$ cat config.mk
export PLATFORM = sky130hd
export DESIGN_NAME = fp16_sine_cosine_lookup_top
export DESIGN_NICKNAME = d
export VERILOG_FILES = /design/src/hw/rtl/fscl_pkg.sv /design/src/hw/rtl/fscl_index.sv /design/src/hw/rtl/fscl_fold.sv /design/src/hw/rtl/fp16_sine_cosine_lookup_top.sv
export SDC_FILE = /design/constraint.sdc
export NUM_CORES = 1
export LEC_CHECK = 0
export ABC_AREA = 1
export ABC_CLOCK_PERIOD_IN_PS = 5700
export BUFFER_PORTS_ARGS = -buffer_cell sky130_fd_sc_hd__buf_4
export CORE_UTILIZATION = 40
export DETAILED_ROUTE_END_ITERATION = 7
export HOLD_SLACK_MARGIN = 0.15
export SLEW_MARGIN = 25
export SYNTH_ARGS = -nofsm -noshare
export SYNTH_HDL_FRONTEND = slang
export SYNTH_SLANG_ARGS = --single-unit
$ cat constraint.sdc
create_clock -name clk -period 5.7 [get_ports clk]
set_clock_uncertainty 0.2 [all_clocks]
set_input_delay 0.285 -clock clk [delete_from_list [all_inputs] [get_ports clk]]
set_output_delay 0.285 -clock clk [all_outputs]
set_load 0.03 [all_outputs]
$ cat src/hw/rtl/fscl_pkg.sv
// Package for the FP16 sine/cosine lookup block.
// Holds the shared constants, the pipeline control struct and the quarter-wave ROM contents.
// Depends on nothing; every other file but the checker uses it by scoped names.
package fscl_pkg;

    // Table geometry: one quadrant of 64 steps, 65 entries including both ends.
    localparam int TABLE_STEPS = 64;
    localparam int ROM_DEPTH   = TABLE_STEPS + 1;
    localparam int POS_W       = $clog2(ROM_DEPTH);

    // FP16 layout and decode constants.
    localparam int         HALF_W    = 16;
    localparam int         MANT_W    = 10;
    localparam int         EXP_W     = 5;
    localparam logic [4:0] EXP_BIAS  = 5'd15;
    localparam logic [4:0] EXP_MIN   = 5'd5;    // exponents below -10 read as zero
    localparam int         FIXED_W   = 18;      // low product bits that reach the index
    localparam int         IDX_W     = 8;
    localparam logic [5:0] TURN_MULT = 6'd41;   // 2*pi maps to about 256 index steps
    localparam logic [15:0] SIGN_FLIP = 16'h8000;

    // Quadrant codes of the folded index.
    localparam logic [1:0] QUAD_RISE  = 2'd0;
    localparam logic [1:0] QUAD_FALL  = 2'd1;
    localparam logic [1:0] QUAD_NRISE = 2'd2;
    localparam logic [1:0] QUAD_NFALL = 2'd3;

    // Pipe advance enables handed from the top level to the stage modules.
    typedef struct packed {
        logic adv1;
        logic adv2;
        logic adv3;
    } pipe_ctl_t;

    typedef logic [HALF_W-1:0] rom_t [0:ROM_DEPTH-1];

    // pi in unsigned Q60.
    localparam logic [63:0] PI_Q60 = 64'h3243F6A8885A308D;

    // Unsigned Q60 product, truncated to Q60.
    function automatic logic [63:0] mul_q60(input logic [63:0] a, input logic [63:0] b);
        logic [127:0] p;
        p = {64'd0, a} * {64'd0, b};
        return p[123:60];
    endfunction

    // sin(i*pi/128) in Q60 from a fixed-point Taylor series.
    function automatic logic [63:0] sine_q60(input int i);
        logic [63:0] x;
        logic [63:0] x2;
        logic [63:0] term;
        logic [63:0] sum;
        logic [63:0] prod;
        x    = (PI_Q60 >> 7) * 64'(i);
        x2   = mul_q60(x, x);
        term = x;
        sum  = x;
        for (int k = 1; k <= 14; k++)
        begin
            prod = mul_q60(term, x2);
            case (k)
                1:       term = prod / 64'd6;
                2:       term = prod / 64'd20;
                3:       term = prod / 64'd42;
                4:       term = prod / 64'd72;
                5:       term = prod / 64'd110;
                6:       term = prod / 64'd156;
                7:       term = prod / 64'd210;
                8:       term = prod / 64'd272;
                9:       term = prod / 64'd342;
                10:      term = prod / 64'd420;
                11:      term = prod / 64'd506;
                12:      term = prod / 64'd600;
                13:      term = prod / 64'd702;
                default: term = prod / 64'd812;
            endcase
            if (k % 2 == 1)
                sum = sum - term;
            else
                sum = sum + term;
        end
        return sum;
    endfunction

    // Non-negative Q60 value below two to FP16, round to nearest even.
    function automatic logic [15:0] q60_to_half(input logic [63:0] v);
        int          p;
        int          shift;
        int          biased;
        logic [63:0] m;
        logic [63:0] rem;
        logic [63:0] half;
        p = 0;
        if (v == 64'd0)
            return 16'd0;
        for (int b = 0; b < 64; b++)
        begin
            if (v[b])
                p = b;
        end
        biased = p - 60 + 15;
        shift  = p - 10;
        m      = v >> shift;
        rem    = v & ((64'd1 << shift) - 64'd1);
        half   = 64'd1 << (shift - 1);
        if (rem > half || (rem == half && m[0]))
            m = m + 64'd1;
        if (m == 64'd2048)
        begin
            m      = 64'd1024;
            biased = biased + 1;
        end
        return {1'b0, biased[4:0], m[9:0]};
    endfunction

    function automatic rom_t build_rom();
        rom_t t;
        for (int i = 0; i < ROM_DEPTH; i++)
            t[i] = q60_to_half(sine_q60(i));
        return t;
    endfunction

    // Quarter-wave FP16 sine constants, entry i = sin(i*pi/128).
    localparam rom_t SINE_ROM = build_rom();

endpackage

$ cat src/hw/rtl/fscl_index.sv
// Front half of the pipe: FP16 decode, exponent shift, scale to a turn index.
// Two register stages; uses fscl_pkg.
module fscl_index
(
    input  logic                      clk,
    input  fscl_pkg::pipe_ctl_t       ctl,
    input  logic [15:0]               angle,
    input  logic                      kind,
    output logic [fscl_pkg::IDX_W-1:0] idx
);

    logic [fscl_pkg::FIXED_W-1:0] fixed_reg;
    logic [fscl_pkg::FIXED_W-1:0] fixed_next;
    logic                         neg_reg;
    logic                         kind1_reg;
    logic [fscl_pkg::IDX_W-1:0]   idx_reg;
    logic [fscl_pkg::IDX_W-1:0]   idx_next;

    logic [4:0]  expo;
    logic [4:0]  lsh;
    logic [4:0]  rsh;
    logic [fscl_pkg::FIXED_W-1:0] mant_ext;
    logic [23:0] prod;
    logic [fscl_pkg::IDX_W-1:0]   raw;
    logic [fscl_pkg::IDX_W-1:0]   refl;

    // Stage 1: magnitude with hidden bit, shifted by the unbiased exponent.
    always_comb
    begin
        expo     = angle[14:10];
        lsh      = expo - fscl_pkg::EXP_BIAS;
        rsh      = fscl_pkg::EXP_BIAS - expo;
        mant_ext = {{(fscl_pkg::FIXED_W - 11){1'b0}}, 1'b1, angle[9:0]};
        if (angle[14:0] == 15'd0 || expo < fscl_pkg::EXP_MIN)
            fixed_next = '0;
        else if (expo >= fscl_pkg::EXP_BIAS)
            fixed_next = mant_ext << lsh;
        else
            fixed_next = mant_ext >> rsh;
    end

    always_ff @(posedge clk)
    begin
        if (ctl.adv1)
        begin
            fixed_reg <= fixed_next;
            neg_reg   <= angle[15];
            kind1_reg <= kind;
        end
    end

    // Stage 2: scale by 41/1024, reflect negatives, add a quarter turn for cosine.
    always_comb
    begin
        prod = {6'd0, fixed_reg} * {18'd0, fscl_pkg::TURN_MULT};
        raw  = prod[17:10];
        refl = neg_reg ? (~raw + 8'd1) : raw;
        idx_next = kind1_reg ? refl + 8'(fscl_pkg::TABLE_STEPS) : refl;
    end

    always_ff @(posedge clk)
    begin
        if (ctl.adv2)
            idx_reg <= idx_next;
    end

    assign idx = idx_reg;

endmodule

$ cat src/hw/rtl/fscl_fold.sv
// Back stage of the pipe: quadrant fold, quarter-wave ROM read and sign flip.
// One register stage that feeds the output; uses fscl_pkg.
module fscl_fold
(
    input  logic                       clk,
    input  fscl_pkg::pipe_ctl_t        ctl,
    input  logic [fscl_pkg::IDX_W-1:0] idx,
    output logic [15:0]                result
);

    logic [15:0] result_reg;
    logic [15:0] result_next;
    logic [fscl_pkg::IDX_W-1:0] pos_full;
    logic [fscl_pkg::POS_W-1:0] pos;
    logic [15:0] flip;

    // Fold the turn index into the first quadrant.
    always_comb
    begin
        case (idx[7:6])
            fscl_pkg::QUAD_RISE:
            begin
                pos_full = idx;
                flip     = 16'd0;
            end
            fscl_pkg::QUAD_FALL:
            begin
                pos_full = 8'(2 * fscl_pkg::TABLE_STEPS) - idx;
                flip     = 16'd0;
            end
            fscl_pkg::QUAD_NRISE:
            begin
                pos_full = idx - 8'(2 * fscl_pkg::TABLE_STEPS);
                flip     = fscl_pkg::SIGN_FLIP;
            end
            default:
            begin
                pos_full = 8'd0 - idx;
                flip     = fscl_pkg::SIGN_FLIP;
            end
        endcase
        if (pos_full > 8'(fscl_pkg::TABLE_STEPS))
            pos = fscl_pkg::POS_W'(fscl_pkg::TABLE_STEPS);
        else
            pos = pos_full[fscl_pkg::POS_W-1:0];
        result_next = fscl_pkg::SINE_ROM[pos] ^ flip;
    end

    always_ff @(posedge clk)
    begin
        if (ctl.adv3)
            result_reg <= result_next;
    end

    assign result = result_reg;

endmodule

$ cat src/hw/rtl/fp16_sine_cosine_lookup_top.sv
// FP16 sine/cosine by quarter-wave table lookup, three-stage pipeline.
// An accepted input beat passes through stage 1, stage 2 and the output register; stalls can hold it.
// Throughput: one beat per cycle while out_stall is low; stages advance into empty slots, so bubbles collapse.
// The third stage is the output register; the ROM is constant logic read in that stage.
// Reset (rst_n low, asynchronous) clears all stage valid bits; payload is not reset.
// Uses fscl_pkg, fscl_index and fscl_fold.
module fp16_sine_cosine_lookup_top
(
    input  logic        clk,
    input  logic        rst_n,
    input  logic        in_valid,
    output logic        in_stall,
    input  logic [15:0] angle,
    input  logic        kind,
    output logic        out_valid,
    input  logic        out_stall,
    output logic [15:0] result
);

    logic v1_reg;
    logic v2_reg;
    logic v3_reg;
    fscl_pkg::pipe_ctl_t ctl;
    logic [fscl_pkg::IDX_W-1:0] idx;

    // Each stage loads when its successor is empty or moving on.
    always_comb
    begin
        ctl.adv3 = !v3_reg || !out_stall;
        ctl.adv2 = !v2_reg || ctl.adv3;
        ctl.adv1 = !v1_reg || ctl.adv2;
    end

    assign in_stall  = !ctl.adv1;
    assign out_valid = v3_reg;

    // Valid bits travel with the data.
    always_ff @(posedge clk or negedge rst_n)
    begin
        if (!rst_n)
        begin
            v1_reg <= 1'b0;
            v2_reg <= 1'b0;
            v3_reg <= 1'b0;
        end
        else
        begin
            if (ctl.adv1)
                v1_reg <= in_valid;
            if (ctl.adv2)
                v2_reg <= v1_reg;
            if (ctl.adv3)
                v3_reg <= v2_reg;
        end
    end

    fscl_index u_index
    (
        .clk   (clk),
        .ctl   (ctl),
        .angle (angle),
        .kind  (kind),
        .idx   (idx)
    );

    fscl_fold u_fold
    (
        .clk    (clk),
        .ctl    (ctl),
        .idx    (idx),
        .result (result)
    );

endmodule

### Yosys cells after proc, flatten, opt, wreduce, memory -nomap -nowiden

Memory sizes are Yosys's and may differ from the RTL's.
Index checks and enable logic that the tools add are counted.

* bits in registers: 47
* ROM bits: 2048
* input bits: 21
* output and inout port bits: 18
* logic and storage cells: 48
* memories kept: 1

* add/sub/neg operators: 7
* $mul: 1
* order comparisons: 4
* equal/unequal tests: 2
* shifts and indexed selects: 2
* muxes and demuxes: 8
* bitwise operators: 3
* reductions and logical operators: 12

Memory list
* (no name shown): depth 128, width 16, read ports 1, clocked after Yosys merged registers in 0, wr ports 0, line fscl_fold.sv:46 `result_next = fscl_pkg::SINE_ROM[pos] ^ flip;`

Operators by type and width (count)
* $mux 16: 3
* $pmux 8 s3: 1
* $mul 18x6->18 const B: 1
* $mux 18: 1
* $shl 11x5->18: 1
* $shr 11x5->18: 1
* $mux 8: 2
* $xor 16x16->16: 1
* $logic_not 15->1: 1
* $add 8x1->8 const B: 1
* $add 8x7->8 const B: 1
* $ge 8x8->1 const B: 1
* $gt 8x7->1 const B: 1
* $not 7->8: 1
* $not 8->8: 1
* $sub 1x8->8 const A: 1
* $sub 8x8->8 const A: 1
* $sub 8x8->8 const B: 1
* $mux 7: 1
* $ge 5x4->1 const B: 1
* $logic_not 1->1: 5
* $lt 5x3->1 const B: 1
* $sub 4x5->5 const A: 1
* $sub 5x4->5 const B: 1
* 5 further kinds: 8

### Depth between registers and ports, before layout

Gate-level depths: netlist of the first run.

* word-level depth: 9
* mapped depth: 24
* mapped depth without buffers: 24

### By module

A second synthesis of the first run with hierarchy kept.

* cells, all modules: 815
* area, all modules: 5521.5 um^2

Modules (own cells, without submodules)
* fscl_index: times used 1, cells an instance 497, area each 3534.6 um^2, sequential area each 840.8 um^2
* fscl_fold: times used 1, cells an instance 305, area each 1864.3 um^2, sequential area each 450.4 um^2
* fp16_sine_cosine_lookup_top: times used 1, cells an instance 13, area each 122.6 um^2, sequential area each 75.1 um^2

### Worst setup path after synthesis of the first run

Ideal clock, no wire load.

* path type: register to register
* start point: register u_index.fixed_reg[7] in the netlist's numbering
* end point: register u_index.idx_reg, in the netlist u_index.idx[7] (data pin)
* setup time: 249 ps
* arrival: 3280 ps
* data required time: 5251 ps
* slack: 1971 ps
* stages on the path, launching flop included: 24
* path buffers: 0
* clock period less this slack: 3729 ps
* cells stage by stage: edfxtp_1 > ha_1 > inv_1 > fa_1 > inv_1 > ha_1 > ha_1 > a21oi_1 > inv_1 > nor2_1 > nand2_1 > nand2_1 > nand2_1 > inv_1 > ha_1 > inv_1 > nor2_1 > nand4_1 > nand2_1 > nand2_1 > nand2_1 > nand3_1 > nand2_1 > inv_1

* word-level cells in the longest chain between the ends: 6

RTL lines
* start, declared: line fscl_index.sv:12 `logic [fscl_pkg::FIXED_W-1:0] fixed_reg;`
* start signal, assigned: line fscl_index.sv:46 `fixed_reg <= fixed_next;`
* $mul 18x6->18 *: line fscl_index.sv:55 `prod = {6'd0, fixed_reg} * {18'd0, fscl_pkg::TURN_MULT};`
* $not 8->8: line fscl_index.sv:57 `refl = neg_reg ? (~raw + 8'd1) : raw;`
* $add 8x1->8: line fscl_index.sv:57
* $mux 8 *: line fscl_index.sv:57
* $add 8x7->8: line fscl_index.sv:58 `idx_next = kind1_reg ? refl + 8'(fscl_pkg::TABLE_STEPS) : refl;`
* $mux 8 *: line fscl_index.sv:58
* net u_index.idx_next (one bit): line fscl_index.sv:17 `logic [fscl_pkg::IDX_W-1:0] idx_next;`
* end signal, assigned: line fscl_index.sv:64 `idx_reg <= idx_next;`
* end, declared: line fscl_index.sv:16 `logic [fscl_pkg::IDX_W-1:0] idx_reg;`

Mark *: on every way through the listed nets, which the timed path passes. The rest lies on a longest branch.
A chain may end at the register's enable or synchronous reset.

### Final worst setup path of the first run

Ends and elaborated chain as after synthesis.

==> impl_metrics.env, run 1 <==
export IMPL_outcome="completed"
export IMPL_rr_worst_depth=23
export IMPL_crit_type="flop to flop"
export IMPL_place_inst=964
export IMPL_worst_hold_slack_ns=0.244
export IMPL_dieHeight_um=117
export IMPL_vias=5143
export IMPL_num_fill_cells=1313
export IMPL_cp_required_ns=5.55
export IMPL_cp_arrival_ns=3.88
export IMPL_synth_area_per_cell_um2=6.83
export IMPL_die_area_mm2=0.0137
export IMPL_path_max_fanout=5
export IMPL_grt_pass1_wl_mm=21.5
export IMPL_firstDrtPassIters=5
export IMPL_drive_gt1_share_pct=8.82
export IMPL_antenna_cells=0
export IMPL_power_per_cell_area_mw_per_mm2=594
export IMPL_power_leakage_uw=0.00295
export IMPL_cp_start_kind="flop"
export IMPL_place_congestion=0.937
export IMPL_yosys_area_share_xor_xnor_pct=2.13
export IMPL_cts_buffers=5
export IMPL_synth_top_family_by_area="simple AND/OR/NAND/NOR gates"
export IMPL_min_path_cells=0
export IMPL_yosysTopAreaCell="edfxtp_1"
export IMPL_grt_use_total_pct=19.9
export IMPL_clock_path_buffers=2
export IMPL_nets=890
export IMPL_synth_compound_area_share_pct=15.3
export IMPL_slew_violations=0
export IMPL_synthSimpleGateAreaFrac_pct=28.8
export IMPL_grt_pass1_vias=4663
export IMPL_io_buffers=37
export IMPL_grt_max_degree=23
export IMPL_synthAdderAreaFrac_pct=16.9
export IMPL_cts_root_buf="clkbuf_16"
export IMPL_clk_pin_slew_ns=0.06
export IMPL_crit_end="u_index.idx[7]"
export IMPL_drv_cap=0
export IMPL_synthDistinctLibCells=50
export IMPL_initial_utilization_pct=41.5
export IMPL_syn_num_nets=861
export IMPL_ant_nets=0
export IMPL_ys_warnings_count=0
export IMPL_layout_cells_non_filler=977
export IMPL_finalHoldViolations=0
export IMPL_cts_resized=0
export IMPL_htreeDepth=2
export IMPL_antenna_found_initial=0
export IMPL_first_iter_violations=390
export IMPL_fmax_ghz=0.248
export IMPL_worst_pin_slew_ns=0.830
export IMPL_rows=41
export IMPL_tns_ns=0
export IMPL_irDropWorstVdd_uv=217
export IMPL_fp_dieW_um=117
export IMPL_synth_async_reset_ratio_pct=6.52
export IMPL_synth_top_cell_area_share_pct=24.4
export IMPL_reg2reg_to="u_index.idx[7]"
export IMPL_cp_startpoint="u_index.fixed_reg[7]"
export IMPL_timing_rr_start="u_index.fixed_reg[7]"
export IMPL_hpwl_mm=10.6
export IMPL_syn_area_mm2=0.00530
export IMPL_period_share_pct=70.6
export IMPL_io_pins=39
export IMPL_rrSetupSlack_ns=1.67
export IMPL_grt_overflow=0
export IMPL_routedWlPerCell_um=13.5
export IMPL_synth_commonest_cells="nand2_1, inv_1, nor2_1"
export IMPL_seq_area_frac_synth_pct=25.8
export IMPL_synthMuxAreaShare_pct=0.378
export IMPL_hold_path_class="flop to flop"
export IMPL_setup_violations_final=0
export IMPL_slew_headroom_pct=44.4
export IMPL_cts_tree="done"
export IMPL_synth_top_flop_cell="edfxtp_1"
export IMPL_core_mm2=0.0128
export IMPL_synth_edf_count=43
export IMPL_grt_setup_unrepaired="false"
export IMPL_remaining_drc_errors=0
export IMPL_cts_sinks=46
export IMPL_area_growth_pct=11.0
export IMPL_synthTopCellsByArea="edfxtp_1, nand2_1, ha_1"
export IMPL_clkLatencyLatePin_ns=0.29
export IMPL_routed_wl_mm=13.2
export IMPL_yosys_register_bits=46
export IMPL_yosysMostFrequentCell="nand2_1"
export IMPL_finalCriticalPeriod_ns=4.03
export IMPL_end_kind="flop"
export IMPL_vias_per_cell=5.26
export IMPL_largest_register_ffs=18
export IMPL_syn_inst=775
-- cell families (layout without fill, tap and decap cells) --
group / count (synthesis) / after routing
AO/OA/AOI/OAI: 145 / 145
XOR/XNOR: 12 / 12
AND/OR/NAND/NOR: 364 / 364
flip-flops: 46 / 46
multiplexers: 2 / 2
other: 1 / 1
buffers and inverters: 140 / 170
adder cells (fa/ha/maj): 65 / 65
-- critical path: stages, from the launching register on --
cell	delay [ns]
edfxtp_1	0.47
ha_1	0.31
inv_1	0.05
fa_1	0.49
inv_1	0.04
ha_1	0.28
ha_1	0.35
a21oi_1	0.24
inv_1	0.06
nor2_1	0.14
nand2_1	0.08
nand2_1	0.08
nand2_1	0.07
inv_1	0.07
ha_1	0.13
inv_1	0.04
nor2_1	0.13
nand4_1	0.12
nand2_1	0.08
nand2_1	0.06
nand2_1	0.11
nand3_1	0.09
nand2_1	0.06
inv_1	0.03
-- area by class of cell --
cell class	instances	area, um2	share of cell area, %
Tap cell	172	215	3.66
Clock buffer	5	125	2.13
Sequential cell	46	1370	23.2
Multi-Input combinational cell	589	3370	57.3
Inverter	119	447	7.60
Clock inverter	3	18.8	0.319
Timing Repair Buffer	43	335	5.70
-- how the worst min path moves through the flow --
stage | from | endpoint | slack (ns)
6_report | u_index.idx[7] | u_fold.result[15] | 0.24
5_1_grt | u_index.idx[7] | u_fold.result[15] | 0.28
4_1_cts | u_index.idx[7] | u_fold.result[15] | 0.25
3_5_place_dp | rst_n | out_valid | -0.12
3_3_place_gp | rst_n | out_valid | -0.13
2_1_floorplan | rst_n | out_valid | -0.21
-- through the flow --
step / utilization [%] / instance area (um2) / setup slack [ns] / total power (uW)
after floorplan: - / 5300 / 1.97 / 2590
final: 46.0 / 5880 / 1.67 / 3490
after global routing: 46.0 / 5880 / 1.33 / 3840
after global placement: 44.5 / 5680 / 1.79 / 3180
after detailed placement: 44.5 / 5680 / 1.69 / 3170
after CTS: 46.0 / 5880 / 1.67 / 3470
-- routing by layer --
layer	vias to the layer above	part of all wire, %	global-route usage (%)	routed length (um)
met4	0	2.6	6.33	338
met1	2306	44	25.3	5810
li1	2606	-	-	-
met5	-	0	0	0
met3	36	6.2	3.45	820
met2	195	47	34.4	6250
-- timing repair --
item                                   4_1_cts  5_1_grt
endpoints found under the hold margin        6        0
hold buffers                                 5        0
setup buffers                                0        0
-- where the power goes --
group / internal, uW / total, uW / switching, uW
Sequential: 561 / 612 / 51.6
Clock: 162 / 285 / 122
Combinational: 825 / 2600 / 1770
-- cells in the final DEF (no fill, tap or decap), drive strengths merged, types with 2 or more instances in the layout --
cell type	count
nand2	223
inv	115
nor2	65
o21ai	60
a21oi	57
nand3	54
ha	54
edfxtp	43
buf	38
fa	11
nor3	9
nand4	8
xnor2	7
clkinv	7
o211ai	6
clkbuf	5
dlygate4sd3	5
xor2	5
o21bai	3
o22ai	3
o221ai	3
dfrtp	3
a221oi	2
a21boi	2
mux2i	2
o21a	2
a31oi	2
o2111ai	2
or2	2
Note: power is estimated with default switching activity, not from simulation.
==> run 2, diff against run 1 <==
--- a/config.mk
+++ b/config.mk
@@ -6,7 +6,7 @@
 export NUM_CORES = 1
 export LEC_CHECK = 0
 export ABC_AREA = 1
-export ABC_CLOCK_PERIOD_IN_PS = 5700
+export ABC_CLOCK_PERIOD_IN_PS = 3600
 export BUFFER_PORTS_ARGS = -buffer_cell sky130_fd_sc_hd__buf_4
 export CORE_UTILIZATION = 40
 export DETAILED_ROUTE_END_ITERATION = 7
==> constraint.sdc (replaced) <==
create_clock -name clk -period 3.6 [get_ports clk]
set_clock_uncertainty 0.2 [all_clocks]
set_input_delay 0.18 -clock clk [delete_from_list [all_inputs] [get_ports clk]]
set_output_delay 0.18 -clock clk [all_outputs]
set_load 0.03 [all_outputs]
==> run 2 against run 1 <==
The flow now finishes with violations (negative setup slack). Hold slack worse by 0.048 ns. Sequential cell count unchanged. Critical path depth decreased by 1. Power up 82%. Die area is the same. First-iteration DRC count is 20% higher. Global-route usage grew 1.6 points. Register-to-register slack got worse by 1.7 ns. Cell area increased by 16%. Maximum frequency is 9.5% higher. Critical endpoint unchanged. Sequential share of layout area is 3.3 points lower. Via count is 4.9% higher.
==> impl_metrics.env, run 2 (synthesized netlist as in run 1, its figures left out) <==
export IMPL_outcome="finished, violations left"
export IMPL_violations="negative setup slack"
export IMPL_cts_sinks=46
export IMPL_layout_commonest_cell="nand2_1"
export IMPL_hpwl_mm=11.0
export IMPL_clk_pin_slew_ns=0.06
export IMPL_cp_required_ns=3.46
export IMPL_area_growth_pct=29.2
export IMPL_antenna_found_initial=0
export IMPL_gr_usage_met1_pct=26.5
export IMPL_fp_dieW_um=117
export IMPL_worst_pin_slew_ns=0.858
export IMPL_routed_wl_mm=14.7
export IMPL_cts_tree="done"
export IMPL_grt_pass1_wl_mm=23.1
export IMPL_finalHoldViolations=0
export IMPL_finalCriticalPeriod_ns=3.68
export IMPL_drive_gt1_share_pct=24.7
export IMPL_grt_overflow=0
export IMPL_core_mm2=0.0128
export IMPL_rows=41
export IMPL_io_buffers=37
export IMPL_regArea_mm2=0.00137
export IMPL_end_kind="flop"
export IMPL_setup_violations_final=3
export IMPL_cts_buffers=5
export IMPL_antenna_cells=0
export IMPL_layout_common_cells="nand2_1, inv_1, buf_4, nor2_1, a21oi_1"
export IMPL_use_met2_pct=38.1
export IMPL_grt_pass1_vias=4929
export IMPL_worst_hold_slack_ns=0.196
export IMPL_power_leakage_uw=0.00328
export IMPL_first_iter_violations=468
export IMPL_cp_arrival_ns=3.53
export IMPL_crit_type="flop to flop"
export IMPL_power_per_cell_area_mw_per_mm2=930
export IMPL_io_pins=39
export IMPL_num_fill_cells=1180
export IMPL_largest_register_ffs=18
export IMPL_clkLatencyLatePin_ns=0.29
export IMPL_dp_worst_setup_slack_ns=-0.267
export IMPL_met3_usage_pct=4.27
export IMPL_cp_slowest_cell="fa_1"
export IMPL_layout_cells_non_filler=1036
export IMPL_dieHeight_um=117
export IMPL_routedWlPerCell_um=14.2
export IMPL_nets=949
export IMPL_irDropWorstVdd_uv=366
export IMPL_worst_path_buf_inv=3
export IMPL_grt_setup_unrepaired="true"
export IMPL_timing_final_ws_setup_ns=-0.0751
export IMPL_cp_common_cell="nand2_1"
export IMPL_cts_root_buf="clkbuf_16"
export IMPL_slew_headroom_pct=42.7
export IMPL_vias_per_cell=5.21
export IMPL_die_area_mm2=0.0137
export IMPL_place_congestion=0.946
export IMPL_cpLargestDelayFamily="adder cells"
export IMPL_vias=5397
export IMPL_multi_input_area_mm2=0.00387
export IMPL_hold_path_class="input pin to flop"
export IMPL_period_share_pct=102
export IMPL_htreeDepth=2
export IMPL_grt_use_total_pct=21.5
export IMPL_cp_start_kind="flop"
export IMPL_slew_violations=0
export IMPL_fmax_ghz=0.272
export IMPL_path_cells="ha_1 -> fa_1 -> ha_4 -> ha_4 -> nand2_1 -> nor2_4 -> nand2_2 -> nand2_2 -> nand2_2 -> nand2_2 -> inv_2 -> ha_4 -> inv_4 -> nor2_4 -> nand4_1 -> nand2_1 -> nand2_1 -> nand2_2 -> nand2_1 -> nand2_1 -> nand2_1 -> inv_1"
export IMPL_busiest_layer="met2"
export IMPL_clock_path_buffers=2
export IMPL_initial_utilization_pct=41.5
export IMPL_path_max_fanout=3
export IMPL_place_inst=1002
export IMPL_grt_max_degree=23
export IMPL_remaining_drc_errors=0
export IMPL_drv_cap=0
export IMPL_ant_nets=0
export IMPL_cp_slowest_stage_delay_ns=0.55
export IMPL_firstDrtPassIters=7
[run 2: cell types whose count changed in the layout (fill, tap and decap cells not counted), sizes merged]
| cell | before | now |
|---|---|---|
| inv | 115 | 114 |
| buf | 38 | 94 |
| dlygate4sd3 | 5 | 8 |
| clkbuf | 5 | 7 |
| clkinv | 7 | 6 |
[run 2: where the power goes]
part	internal [uW]	switching (uW)
clock network	275	195
logic	1790	3140
registers	888	79.7
total	2950	3410
[run 2: path summary, 6_finish.rpt]
kind / slack, ns / depth (start not counted) / end / from
worst max-delay path: -0.08 / 22 / u_index.idx[7] / u_index.fixed_reg[3]
min in group asynchronous: 0.58 / 3 / out_valid / rst_n
worst max register to register: -0.08 / 22 / u_index.idx[7] / u_index.fixed_reg[3]
max in group asynchronous: 2.47 / 3 / v2_reg / rst_n
worst min register to register: 0.24 / 0 / u_fold.result[15] / u_index.idx[7]
worst min-delay path: 0.20 / 3 / u_index.fixed_reg[8] / angle[12]
[run 2: repair_timing]
| action | in CTS | in global routing |
|---|---|---|
| pin swaps | 29 | 44 |
| resized for setup | 44 | 60 |
| endpoints found under the setup margin | 3 | 5 |
| setup buffers | 8 | 10 |
| hold buffers | 8 | 0 |
| hold endpoints to repair | 8 | 0 |
[run 2: layout make-up]
| class | instances | share of cell area (%) |
|---|---|---|
| flip-flops and latches | 46 | 20.0 |
| multi-input cells | 589 | 56.5 |
| inverters | 119 | 6.57 |
| repair buffers | 102 | 11.6 |
| clock inverters | 1 | 0.0732 |
| clock buffers | 7 | 2.09 |
| well taps | 172 | 3.15 |
[run 2: per-stage QoR]
stage | instance area [um2] | total power, uW | TNS (ns) | utilization (%)
6_report | 6840 | 6360 | -0.167 | 53.5
5_1_grt | 6840 | 6910 | -0.795 | 53.5
4_1_cts | 6520 | 6010 | 0 | 51.1
3_5_place_dp | 6000 | 5270 | -0.550 | 47.0
3_3_place_gp | 6000 | 5310 | -0.255 | 47.0
2_1_floorplan | 5330 | 4120 | 0 | -
[run 2: tightest hold or removal path: stages]
cell and delay, ns:
buf_4 0.17, nand3_1 0.11, a21oi_1 0.06
[run 2: per-layer routing]
metal | wire (um) | vias up
met5 | 0 | -
met4 | 297 | 0
met3 | 629 | 28
met2 | 7390 | 155
met1 | 6360 | 2485
li1 | - | 2729
